$ cat src/hdl/lln_pkg.sv
// Shared types and character constants for the log line number extractor.
package lln_pkg;

	// Characters that the scanner recognizes.
	localparam logic [7:0] CHAR_ZERO  = 8'h30;
	localparam logic [7:0] CHAR_NINE  = 8'h39;
	localparam logic [7:0] CHAR_COLON = 8'h3A;
	localparam logic [7:0] CHAR_PAREN = 8'h28;

	// Scan phase, one-hot coded.
	typedef enum logic [3:0] {
		PH_IDLE   = 4'b0001,
		PH_FIRST  = 4'b0010,
		PH_SEP    = 4'b0100,
		PH_SECOND = 4'b1000
	} lln_phase_t;

	// Control handed from the scanner to the list stage with each byte.
	typedef struct packed {
		logic close_num;
		logic last;
	} lln_ctl_t;

endpackage

$ cat src/hdl/lln_scan.sv
// Byte scanner: tracks the digit/separator/digit pattern and accumulates the line number.
module lln_scan #(
	parameter int NUMBER_BITS = 32
) (
	input  logic                   clk,
	input  logic                   arst_n,
	input  logic                   advance,
	input  logic [7:0]             char_code,
	input  logic                   last_of_log,
	output lln_pkg::lln_ctl_t      ctl,
	output logic [NUMBER_BITS-1:0] cand
);

	lln_pkg::lln_phase_t phase_q, phase_next;
	logic [NUMBER_BITS-1:0] acc_q, acc_after, acc_next;
	logic [NUMBER_BITS+3:0] acc_ext, acc_times_ten;
	logic                   is_digit, is_sep, close_num;
	logic [3:0]             digit;

	// Character classes.
	assign is_digit = (char_code >= lln_pkg::CHAR_ZERO) && (char_code <= lln_pkg::CHAR_NINE);
	assign is_sep   = (char_code == lln_pkg::CHAR_COLON) || (char_code == lln_pkg::CHAR_PAREN);
	assign digit    = is_digit ? 4'(char_code - lln_pkg::CHAR_ZERO) : 4'd0;

	// Times ten plus digit as shifts and adds; the top four bits flag an overflow.
	assign acc_ext       = {4'd0, acc_q};
	assign acc_times_ten = (acc_ext << 3) + (acc_ext << 1) + (NUMBER_BITS+4)'(digit);

	// Phase transitions and the accumulator update.
	always_comb begin
		phase_next = lln_pkg::PH_IDLE;
		acc_after  = acc_q;
		close_num  = 1'b0;
		unique case (phase_q)
			lln_pkg::PH_IDLE: begin
				phase_next = is_digit ? lln_pkg::PH_FIRST : lln_pkg::PH_IDLE;
			end
			lln_pkg::PH_FIRST: begin
				if (is_digit) begin
					phase_next = lln_pkg::PH_FIRST;
				end else if (is_sep) begin
					phase_next = lln_pkg::PH_SEP;
				end
			end
			lln_pkg::PH_SEP: begin
				if (is_digit) begin
					phase_next = lln_pkg::PH_SECOND;
					acc_after  = NUMBER_BITS'(digit);
				end
			end
			lln_pkg::PH_SECOND: begin
				if (is_digit) begin
					phase_next = lln_pkg::PH_SECOND;
					if (acc_times_ten[NUMBER_BITS+3:NUMBER_BITS] != 4'd0) begin
						acc_after = '1;
					end else begin
						acc_after = acc_times_ten[NUMBER_BITS-1:0];
					end
				end else begin
					close_num = 1'b1;
				end
			end
			default: begin
				phase_next = lln_pkg::PH_IDLE;
			end
		endcase
		// The last byte closes a number that is still open.
		if (last_of_log && phase_next == lln_pkg::PH_SECOND) begin
			close_num = 1'b1;
		end
		acc_next = (close_num || last_of_log) ? '0 : acc_after;
	end

	assign cand          = acc_after;
	assign ctl.close_num = close_num;
	assign ctl.last      = last_of_log;

	// Scanner state; the last byte returns it to idle.
	always_ff @(posedge clk or negedge arst_n) begin
		if (!arst_n) begin
			phase_q <= lln_pkg::PH_IDLE;
			acc_q   <= '0;
		end else if (advance) begin
			phase_q <= last_of_log ? lln_pkg::PH_IDLE : phase_next;
			acc_q   <= acc_next;
		end
	end

endmodule

$ cat src/hdl/lln_cell.sv
// One list cell: holds a recorded line number, compares it with the candidate, shifts on insert.
module lln_cell #(
	parameter int NUMBER_BITS = 32
) (
	input  logic                   clk,
	input  logic                   arst_n,
	input  logic                   shift_en,
	input  logic                   clear,
	input  logic                   prev_valid,
	input  logic [NUMBER_BITS-1:0] prev_value,
	input  logic [NUMBER_BITS-1:0] cand,
	output logic                   valid,
	output logic [NUMBER_BITS-1:0] value,
	output logic                   match
);

	logic                   valid_q;
	logic [NUMBER_BITS-1:0] value_q;

	// Occupancy flag; cleared at the end of each log.
	always_ff @(posedge clk or negedge arst_n) begin
		if (!arst_n) begin
			valid_q <= 1'b0;
		end else if (clear) begin
			valid_q <= 1'b0;
		end else if (shift_en) begin
			valid_q <= prev_valid;
		end
	end

	// Stored value takes the neighbor's value on insert.
	always_ff @(posedge clk) begin
		if (shift_en) begin
			value_q <= prev_value;
		end
	end

	assign valid = valid_q;
	assign value = value_q;
	assign match = valid_q && (value_q == cand);

endmodule

$ cat src/hdl/log_line_number_extractor_unit.sv
// Log line number extractor: takes one log byte per transfer and reports each new line number
// found after a "digits:" or "digits(" prefix, plus a summary result on the last byte of a log.
// Throughput is one byte per cycle while results are taken; a byte passes a scanner stage and
// then a list stage, and its result is held in an output register. The list is a chain of
// LIST_DEPTH cells that all compare the candidate at once and shift by one on each insert.
// Numbers saturate at 2^NUMBER_BITS - 1, and line_number shows the low 32 bits.
module log_line_number_extractor_unit #(
	parameter int LIST_DEPTH  = 10,
	parameter int NUMBER_BITS = 32
) (
	input  logic        clk,
	input  logic        arst_n,
	input  logic        item_valid,
	output logic        item_ready,
	input  logic [7:0]  char_code,
	input  logic        last_of_log,
	output logic        result_valid,
	input  logic        result_ready,
	output logic [31:0] line_number,
	output logic        line_valid,
	output logic [3:0]  lines_found,
	output logic        log_done
);

	localparam int CNT_W = $clog2(LIST_DEPTH + 1);

	lln_pkg::lln_ctl_t      scan_ctl, ctl_s1;
	logic [NUMBER_BITS-1:0] scan_cand, cand_s1;
	logic                   valid_s1;
	logic                   item_xfer, out_free, process, record, full, any_match, emit;
	logic [CNT_W-1:0]       cnt_q, cnt_after;
	logic [LIST_DEPTH-1:0]  cell_valid, cell_match;
	logic [NUMBER_BITS-1:0] cell_value [LIST_DEPTH];
	logic                   out_valid_q, line_valid_q, log_done_q;
	logic [31:0]            line_number_q;
	logic [3:0]             lines_found_q;

	// Handshake: the output register frees up when empty or when its result is taken.
	assign out_free   = !out_valid_q || result_ready;
	assign item_ready = !valid_s1 || out_free;
	assign item_xfer  = item_valid && item_ready;
	assign process    = valid_s1 && out_free;

	// Scanner stage.
	lln_scan #(.NUMBER_BITS(NUMBER_BITS)) u_scan (
		.clk        (clk),
		.arst_n     (arst_n),
		.advance    (item_xfer),
		.char_code  (char_code),
		.last_of_log(last_of_log),
		.ctl        (scan_ctl),
		.cand       (scan_cand)
	);

	// Register between scanner and list.
	always_ff @(posedge clk or negedge arst_n) begin
		if (!arst_n) begin
			valid_s1 <= 1'b0;
		end else if (item_ready) begin
			valid_s1 <= item_xfer;
		end
	end

	always_ff @(posedge clk) begin
		if (item_xfer) begin
			ctl_s1  <= scan_ctl;
			cand_s1 <= scan_cand;
		end
	end

	// Chain of list cells; cell zero takes the new number.
	for (genvar i = 0; i < LIST_DEPTH; i++) begin : g_cell
		lln_cell #(.NUMBER_BITS(NUMBER_BITS)) u_cell (
			.clk       (clk),
			.arst_n    (arst_n),
			.shift_en  (record),
			.clear     (process && ctl_s1.last),
			.prev_valid((i == 0) ? 1'b1 : cell_valid[(i == 0) ? 0 : i-1]),
			.prev_value((i == 0) ? cand_s1 : cell_value[(i == 0) ? 0 : i-1]),
			.cand      (cand_s1),
			.valid     (cell_valid[i]),
			.value     (cell_value[i]),
			.match     (cell_match[i])
		);
	end

	// Record decision: nonzero, not yet listed, room left.
	assign any_match = |cell_match;
	assign full      = (cnt_q == CNT_W'(LIST_DEPTH));
	assign record    = process && ctl_s1.close_num && (cand_s1 != '0) && !full && !any_match;
	assign cnt_after = record ? cnt_q + CNT_W'(1) : cnt_q;
	assign emit      = process && (record || ctl_s1.last);

	// Entry count, cleared by the last byte of a log.
	always_ff @(posedge clk or negedge arst_n) begin
		if (!arst_n) begin
			cnt_q <= '0;
		end else if (process) begin
			cnt_q <= ctl_s1.last ? '0 : cnt_after;
		end
	end

	// Output register.
	always_ff @(posedge clk or negedge arst_n) begin
		if (!arst_n) begin
			out_valid_q <= 1'b0;
		end else if (out_free) begin
			out_valid_q <= emit;
		end
	end

	always_ff @(posedge clk) begin
		if (out_free && emit) begin
			line_number_q <= record ? 32'(cand_s1) : 32'd0;
			line_valid_q  <= record;
			lines_found_q <= 4'(cnt_after);
			log_done_q    <= ctl_s1.last;
		end
	end

	assign result_valid = out_valid_q;
	assign line_number  = line_number_q;
	assign line_valid   = line_valid_q;
	assign lines_found  = lines_found_q;
	assign log_done     = log_done_q;

endmodule

$ cat config.mk
export PLATFORM = sky130hd
export DESIGN_NAME = log_line_number_extractor_unit
export DESIGN_NICKNAME = d
export VERILOG_FILES = /design/src/hdl/lln_pkg.sv /design/src/hdl/lln_scan.sv /design/src/hdl/lln_cell.sv /design/src/hdl/log_line_number_extractor_unit.sv
export SDC_FILE = /design/constraint.sdc
export NUM_CORES = 1
export LEC_CHECK = 0
export ABC_AREA = 1
export BUFFER_PORTS_ARGS = -buffer_cell sky130_fd_sc_hd__buf_4
export CORE_UTILIZATION = 40
export DETAILED_ROUTE_END_ITERATION = 10
export GPL_TIMING_DRIVEN = 0
export SYNTH_ARGS = -nofsm -noshare
export SYNTH_HDL_FRONTEND = slang
export SYNTH_SLANG_ARGS = --single-unit
$ cat constraint.sdc
create_clock -name clk -period 14 [get_ports clk]
set_input_delay 1.4 -clock clk [delete_from_list [all_inputs] [get_ports clk]]
set_output_delay 1.4 -clock clk [all_outputs]
set_load 0.03 [all_outputs]
Yosys cells after proc, flatten, opt, wreduce, memory -nomap -nowiden
Index checks and enable logic that the tools add are counted.
{"block": "op_classes", "eq_ne": 18, "magnitude_cmp": 2, "mux": 37, "reduce_logical": 35, "n_addsub": 4}
{"op": "== test 32 bit", "n": 10}
{"op": "2-to-1 mux 32 bit", "n": 4}
{"op": "one-hot mux 32 bit (2 select lines)", "n": 1}
{"op": "adder 35 x 33 -> 36 bit", "n": 1}
{"op": "adder 36 x 4 -> 36 bit", "n": 1}
{"op": "nonzero test 32 bit", "n": 1}
{"op": "2-to-1 mux 4 bit", "n": 6}
{"op": "2-to-1 mux 1 bit", "n": 23}
{"op": "logical AND 1 bit", "n": 21}
{"op": "== test 8 x 6 -> 1 bit, second input constant", "n": 2}
{"op": "== test 4 bit, second input constant", "n": 3}
{"op": "one-hot mux 4 bit (3 select lines)", "n": 1}
{"op": "OR reduction 10 bit", "n": 1}
{"op": ">= comparator 8 x 6 -> 1 bit, second input constant", "n": 1}
{"op": "<= comparator 8 x 6 -> 1 bit, second input constant", "n": 1}
{"op": "logical OR 1 bit", "n": 5}
{"op": "adder 4 x 1 -> 4 bit, second input constant", "n": 1}
{"op": "== test 4 x 1 -> 1 bit, second input constant", "n": 1}
{"op": "== test 4 x 2 -> 1 bit, second input constant", "n": 1}
{"op": "== test 4 x 3 -> 1 bit, second input constant", "n": 1}
{"op": "logical NOT 1 bit", "n": 4}
{"op": "nonzero test 4 bit", "n": 1}
{"op": "subtractor 4 x 1 -> 4 bit, second input constant", "n": 1}
{"op": "2-to-1 mux 3 bit", "n": 1}
{"op": "other kinds (3)", "n": 3}
{"block": "word_totals", "reg_bits": 444, "out_inout_bits": 40}

Longest topological paths before layout
{"block": "depth", "ltp_word": 10, "mapped_depth": 25}

Hierarchy
A second synthesis with hierarchy kept.
{"block": "hier_totals", "hier_cells": 2734, "area_unflattened_um2": 24044.3}
{"module": "lln_cell", "cells_per_inst": 171, "area_each_um2": 1579.0, "instances": 10, "seq_area_each_um2": 985.9}
{"module": "lln_scan", "cells_per_inst": 788, "area_each_um2": 5153.7, "instances": 1, "seq_area_each_um2": 902.1}
{"module": "log_line_number_extractor_unit", "cells_per_inst": 236, "area_each_um2": 3100.5, "instances": 1, "seq_area_each_um2": 2312.2}

Least setup slack after synthesis
Ideal clock, no wire load.
{"block": "synth_path", "kind": "input port to flip-flop", "from": "input port result_ready", "to": "register line_valid_q (netlist: line_valid) (data pin)", "arrival_time_ns": 6.759, "path_stages": 10, "setup_slack_ns": 6.110, "setup_ns": 1.132, "cell_sequence": "inv_1 nand2_1 nand2_1 inv_1 nand3_1 nor2_1 nand2_1 nor2_1 nand2_1 nor2_4"}
{"block": "synth_between", "elab_chain_cells": 6}
{"item": "start: declaration", "line_no": "log_line_number_extractor_unit.sv:18", "text": "input logic result_ready,"}
{"item": "logical OR 1 bit", "line_no": "log_line_number_extractor_unit.sv:39", "text": "assign out_free = !out_valid_q || result_ready;"}
{"item": "logical AND 1 bit", "line_no": "log_line_number_extractor_unit.sv:42", "text": "assign process = valid_s1 && out_free;"}
{"item": "logical AND 1 bit (4 in series)", "line_no": "log_line_number_extractor_unit.sv:90", "text": "assign record = process && ctl_s1.close_num && (cand_s1 != '0) && !full && !any_match;"}
{"item": "net g_cell[0].u_cell.shift_en", "line_no": "lln_cell.sv:7", "text": "input logic shift_en,"}
{"item": "end signal: assignment", "line_no": "log_line_number_extractor_unit.sv:115", "text": "line_valid_q <= record;"}
{"item": "end: declaration", "line_no": "log_line_number_extractor_unit.sv:34", "text": "logic out_valid_q, line_valid_q, log_done_q;"}
The timed path passes the listed nets, and every way through them passes these cells.
A chain may end at the register's enable or synchronous reset.

Worst setup path after layout
{"block": "layout_path", "from": "input port char_code[7]", "to": "register cand_s1[27] (data pin)"}
{"block": "layout_between", "elab_chain_cells": 8}
{"item": "start: declaration", "line_no": "log_line_number_extractor_unit.sv:15", "text": "input logic [7:0] char_code,"}
{"item": ">= comparator 8 x 6 -> 1 bit or <= comparator 8 x 6 -> 1 bit (tied branches)", "line_no": "lln_scan.sv:21", "text": "assign is_digit = (char_code >= lln_pkg::CHAR_ZERO) && (char_code <= lln_pkg::CHAR_NINE);"}
{"item": "logical AND 1 bit *", "line_no": "lln_scan.sv:21"}
{"item": "2-to-1 mux 4 bit", "line_no": "lln_scan.sv:23", "text": "assign digit = is_digit ? 4'(char_code - lln_pkg::CHAR_ZERO) : 4'd0;"}
{"item": "adder 36 x 4 -> 36 bit", "line_no": "lln_scan.sv:27", "text": "assign acc_times_ten = (acc_ext << 3) + (acc_ext << 1) + (NUMBER_BITS+4)'(digit);"}
{"item": "nonzero test 4 bit", "line_no": "lln_scan.sv:54", "text": "if (acc_times_ten[NUMBER_BITS+3:NUMBER_BITS] != 4'd0) begin"}
{"item": "2-to-1 mux 32 bit", "line_no": "lln_scan.sv:54"}
{"item": "2-to-1 mux 32 bit", "line_no": "lln_scan.sv:52", "text": "if (is_digit) begin"}
{"item": "one-hot mux 32 bit (2 select lines) *", "line_no": "lln_scan.sv:34", "text": "unique case (phase_q)"}
{"item": "net scan_cand[27]", "line_no": "log_line_number_extractor_unit.sv:28", "text": "logic [NUMBER_BITS-1:0] scan_cand, cand_s1;"}
{"item": "end signal: assignment", "line_no": "log_line_number_extractor_unit.sv:67", "text": "cand_s1 <= scan_cand;"}
{"item": "end: declaration", "line_no": "log_line_number_extractor_unit.sv:28"}
Mark *: on every way through the listed nets, which the timed path passes. The rest lies on a longest branch.

==> impl_metrics.ini <==
[timing]
whs_ns = 0.445
clock.fmax_ghz = 0.202
fin_tns_setup_ns = 0
period_needed_ns = 4.96
setup_violations = 0
fin_crit_sh = 0.354
rsz0062_at_grt = false
finalMaxSlewViolations = 0
max_slew.worst_pin.slew_ns = 0.856
slew_headroom = 0.425
clock_skew_ns = 0.0145
fin_ws_ns = 9.04
hold_viol_final = 0

[drt]
wire_per_inst_um = 22.2
dr.pass1.iters = 6
antenna_left = 0
via_per_inst = 5.06
wl_um = 77600
wl_met3_um = 3030
drt_iter0_markers = 1600
top_layer = met4
routed-via-count = 17710
wl_met1_um = 29200
drc_errors = 0
met2_length_um = 40200

[floorplanning]
start_util = 0.405
rows = 88
die_x_um = 244
io-pin-count = 53
coreArea_um2 = 57800
die_h_um = 244
die-area_um2 = 59600

[global_routing]
grt_pass1_vias = 17774
antenna_found_initial = 0
grt_overflow = 0
grt_first_pass_wirelength_um = 112000
grt_max_degree = 53
track_usage = 0.262

[logic_synthesis]
synth_edf_count = 392
synthesis.nets = 2665
ys_seq_area_frac = 0.558
synth_flop_cell = edfxtp_1
yosysUniqueCellTypes = 55
synth_cells = 2585
synth.avg_cell_area_um2 = 9.06
synth_top_area_cell = edfxtp_1
ys_async_sr_fraction = 0.117
ys_ff_latch = 444
synth_area_um2 = 23400
synth_top_area_share = 0.502
synth_area_leaders = edfxtp_1 50%, nand2_1 14%, dfrtp_1 5.4%
yosys_warnings = 0

[cts]
clock-sinks = 444
htreeDepth = 2
cts_tree = done
cts_root_buf = clkbuf_16
cts_resized = 0
post_cts_buffers = 0
numCtsBuffers = 48
holdBufCountCts = 0
clk_pin_slew_ns = 0.06
cts_buffer_depth = 3
clkLatencyLatePin_ns = 0.59

[worst_setup_path]
path_buf_inv = 4
critPathArrivalTime_ns = 5.24
path_cells = buf_4 > nor2_1 > nand3_1 > nor2_1 > inv_2 > nor2_1 > ha_1 > ha_1 > inv_1 > fa_1 > o21ai_2 > nand2_2 > nand2_1 > nand2_1 > nand2_2 > nand2_1 > nand3_1 > nand2_2 > nor2_4 > nand2_4 > nand2_8 > buf_6 > nand3_2
crit_type = in -> reg
critical_path.slowest_cell = fa_1
path_max_fanout = 10
cp_top_family = simple AND/OR/NAND/NOR gates
cp-end-kind = flip-flop
r2r_start = cand_s1[25]$_DFFE_PP_
startpoint = char_code[7]
cp-start-kind = input pin
cp.required_ns = 14.28
slowest_delay_ns = 0.48

[min_path]
hold_class = reg -> reg
min_from = cand_s1[6]$_DFFE_PP_

[pwr]
ir_drop_mv = 0.0911
cellLeakagePower_nw = 11.9
p_per_area_nw_per_um2 = 124

[place]
gp_congestion = 1.02
dp.final_hpwl_um = 60900
place_ws_ns = 8.37
dpl_cell_area_um2 = 25000
port_buffers = 52

[finish]
stdcell_area_um2 = 26700
area_growth_pct = 13.8
antennaDiodeCount = 0
fin_nets = 2778
fillers = 5511
drive_above_1_share = 0.115
final_util = 0.461

[status]
status = finished, final reports clean

[flow_run]
max_cap_viol_count = 0
path summary, 6_finish.rpt:
kind | end | slack (ns) | depth (start not counted)
min | g_cell[0].u_cell.value[6]$_DFFE_PP_ | 0.44 | 0
max reg2reg | g_cell[0].u_cell.value[12]$_DFFE_PP_ | 9.89 | 17
min in group asynchronous | u_scan.acc_q[28]$_DFFE_PN0P_ | 0.88 | 1
max in group asynchronous | u_scan.phase_q[2]$_DFFE_PN0P_ | 12.62 | 1
max | cand_s1[27]$_DFFE_PP_ | 9.04 | 23
min reg2reg | g_cell[0].u_cell.value[6]$_DFFE_PP_ | 0.44 | 0
kinds of logic after synthesis:
family | Yosys count | share of synthesized area
and+or+nand+nor | 1360 | 0.248
DFF | 444 | 0.558
buffers and inverters | 409 | 0.0744
AOI/OAI and AO/OA | 224 | 0.0530
xor gates and xnor gates | 81 | 0.0303
adders and majority gates | 67 | 0.0364
per-stage QoR:
| step | power [W] | cells |
|---|---|---|
| global route | 0.00340 | 3503 |
| floorplan | 0.00183 | 2585 |
| CTS | 0.00332 | 3503 |
| finish | 0.00330 | 3503 |
| global placement | 0.00199 | 3402 |
| detailed placement | 0.00200 | 3413 |
Yosys cell counts, types with 2 or more instances:
library cell	number
buf_4	26
o21ai_0	86
nand4_1	25
o22ai_1	23
buf_2	27
nor2_4	3
a32oi_1	3
a21o_1	5
o21bai_1	5
o21ai_1	23
nand3_1	84
nor3_1	18
nor3b_2	2
ha_1	65
nor2_2	7
edfxtp_1	392
or2_1	4
inv_2	26
xor2_1	6
fa_1	2
buf_6	6
nand3_4	10
dfrtp_1	51
inv_1	313
o211ai_1	5
nand2_2	15
nand2_1	862
a21oi_1	60
clkbuf_1	9
or2_2	20
nor2_1	272
xnor2_1	75
nand3b_1	6
or2_0	5
buf_12	2
o21ai_2	2
a31oi_1	4
nand3b_4	2
nand2_4	3
nand3_2	16
state kept, by name, summed over array words and instances, names as in the netlist:
register and flops:
log_done 1, line_number 32, u_scan.phase_q 4, line_valid 1
result_valid 1, valid_s1 1, g_cell.u_cell.valid 10, ctl_s1 2
cnt_q 4, cand_s1 32, u_scan.acc_q 32, g_cell.u_cell.value 320
lines_found 4
cell type report:
| cell class | instances | area (µm²) | share of cell area |
|---|---|---|---|
| plain buffers | 70 | 472 | 0.0177 |
| clock inverters | 28 | 315 | 0.0118 |
| inverters | 339 | 1270 | 0.0477 |
| multi-input cells | 1732 | 8610 | 0.323 |
| clock buffers | 62 | 1330 | 0.0497 |
| repair buffers | 63 | 626 | 0.0235 |
| flip-flops and latches | 444 | 13100 | 0.490 |
| well taps | 765 | 957 | 0.0359 |
power by group:
| group | internal [W] | leakage, nW | total, W | switching (W) |
|---|---|---|---|---|
| clock | 0.000782 | 0.790 | 0.00133 | 0.000552 |
| sequential | 0.00154 | 4.38 | 0.00159 | 0.0000517 |
| combinational | 0.000109 | 6.70 | 0.000377 | 0.000269 |
| total | 0.00243 | 11.9 | 0.00330 | 0.000872 |
routing by layer:
metal	GRT usage	up-vias
met5	0	-
met4	0.163	0
met3	0.0296	163
met2	0.482	523
met1	0.286	8409
li1	-	8615
worst reg2reg max path, cell delays in order (launching register included):
cell      delay, ns
edfxtp_1       0.67
inv_2          0.24
buf_6          0.22
nor2_1         0.21
nor2_1         0.06
nand2_1        0.07
nor2_1         0.06
nand2_1        0.06
nor2_1         0.10
nand3_1        0.17
nand2_1        0.14
nor2_1         0.15
nand2_1        0.10
nor2_4         0.56
buf_12         0.29
buf_12         0.23
buf_12         0.23
buf_12         0.23
cell usage in the layout (no fill, tap or decap), types with 20 or more instances in the layout:
| master | n |
|---|---|
| nand2_1 | 862 |
| edfxtp_1 | 392 |
| inv_1 | 312 |
| nor2_1 | 272 |
| o21ai_0 | 86 |
| nand3_1 | 84 |
| buf_4 | 78 |
| xnor2_1 | 75 |
| ha_1 | 65 |
| a21oi_1 | 60 |
| dfrtp_1 | 51 |
| clkbuf_16 | 49 |
| inv_2 | 27 |
| buf_2 | 27 |
| nand4_1 | 25 |
| o21ai_1 | 23 |
| o22ai_1 | 23 |
| or2_2 | 20 |
Note: power is estimated with default switching activity, not from simulation.
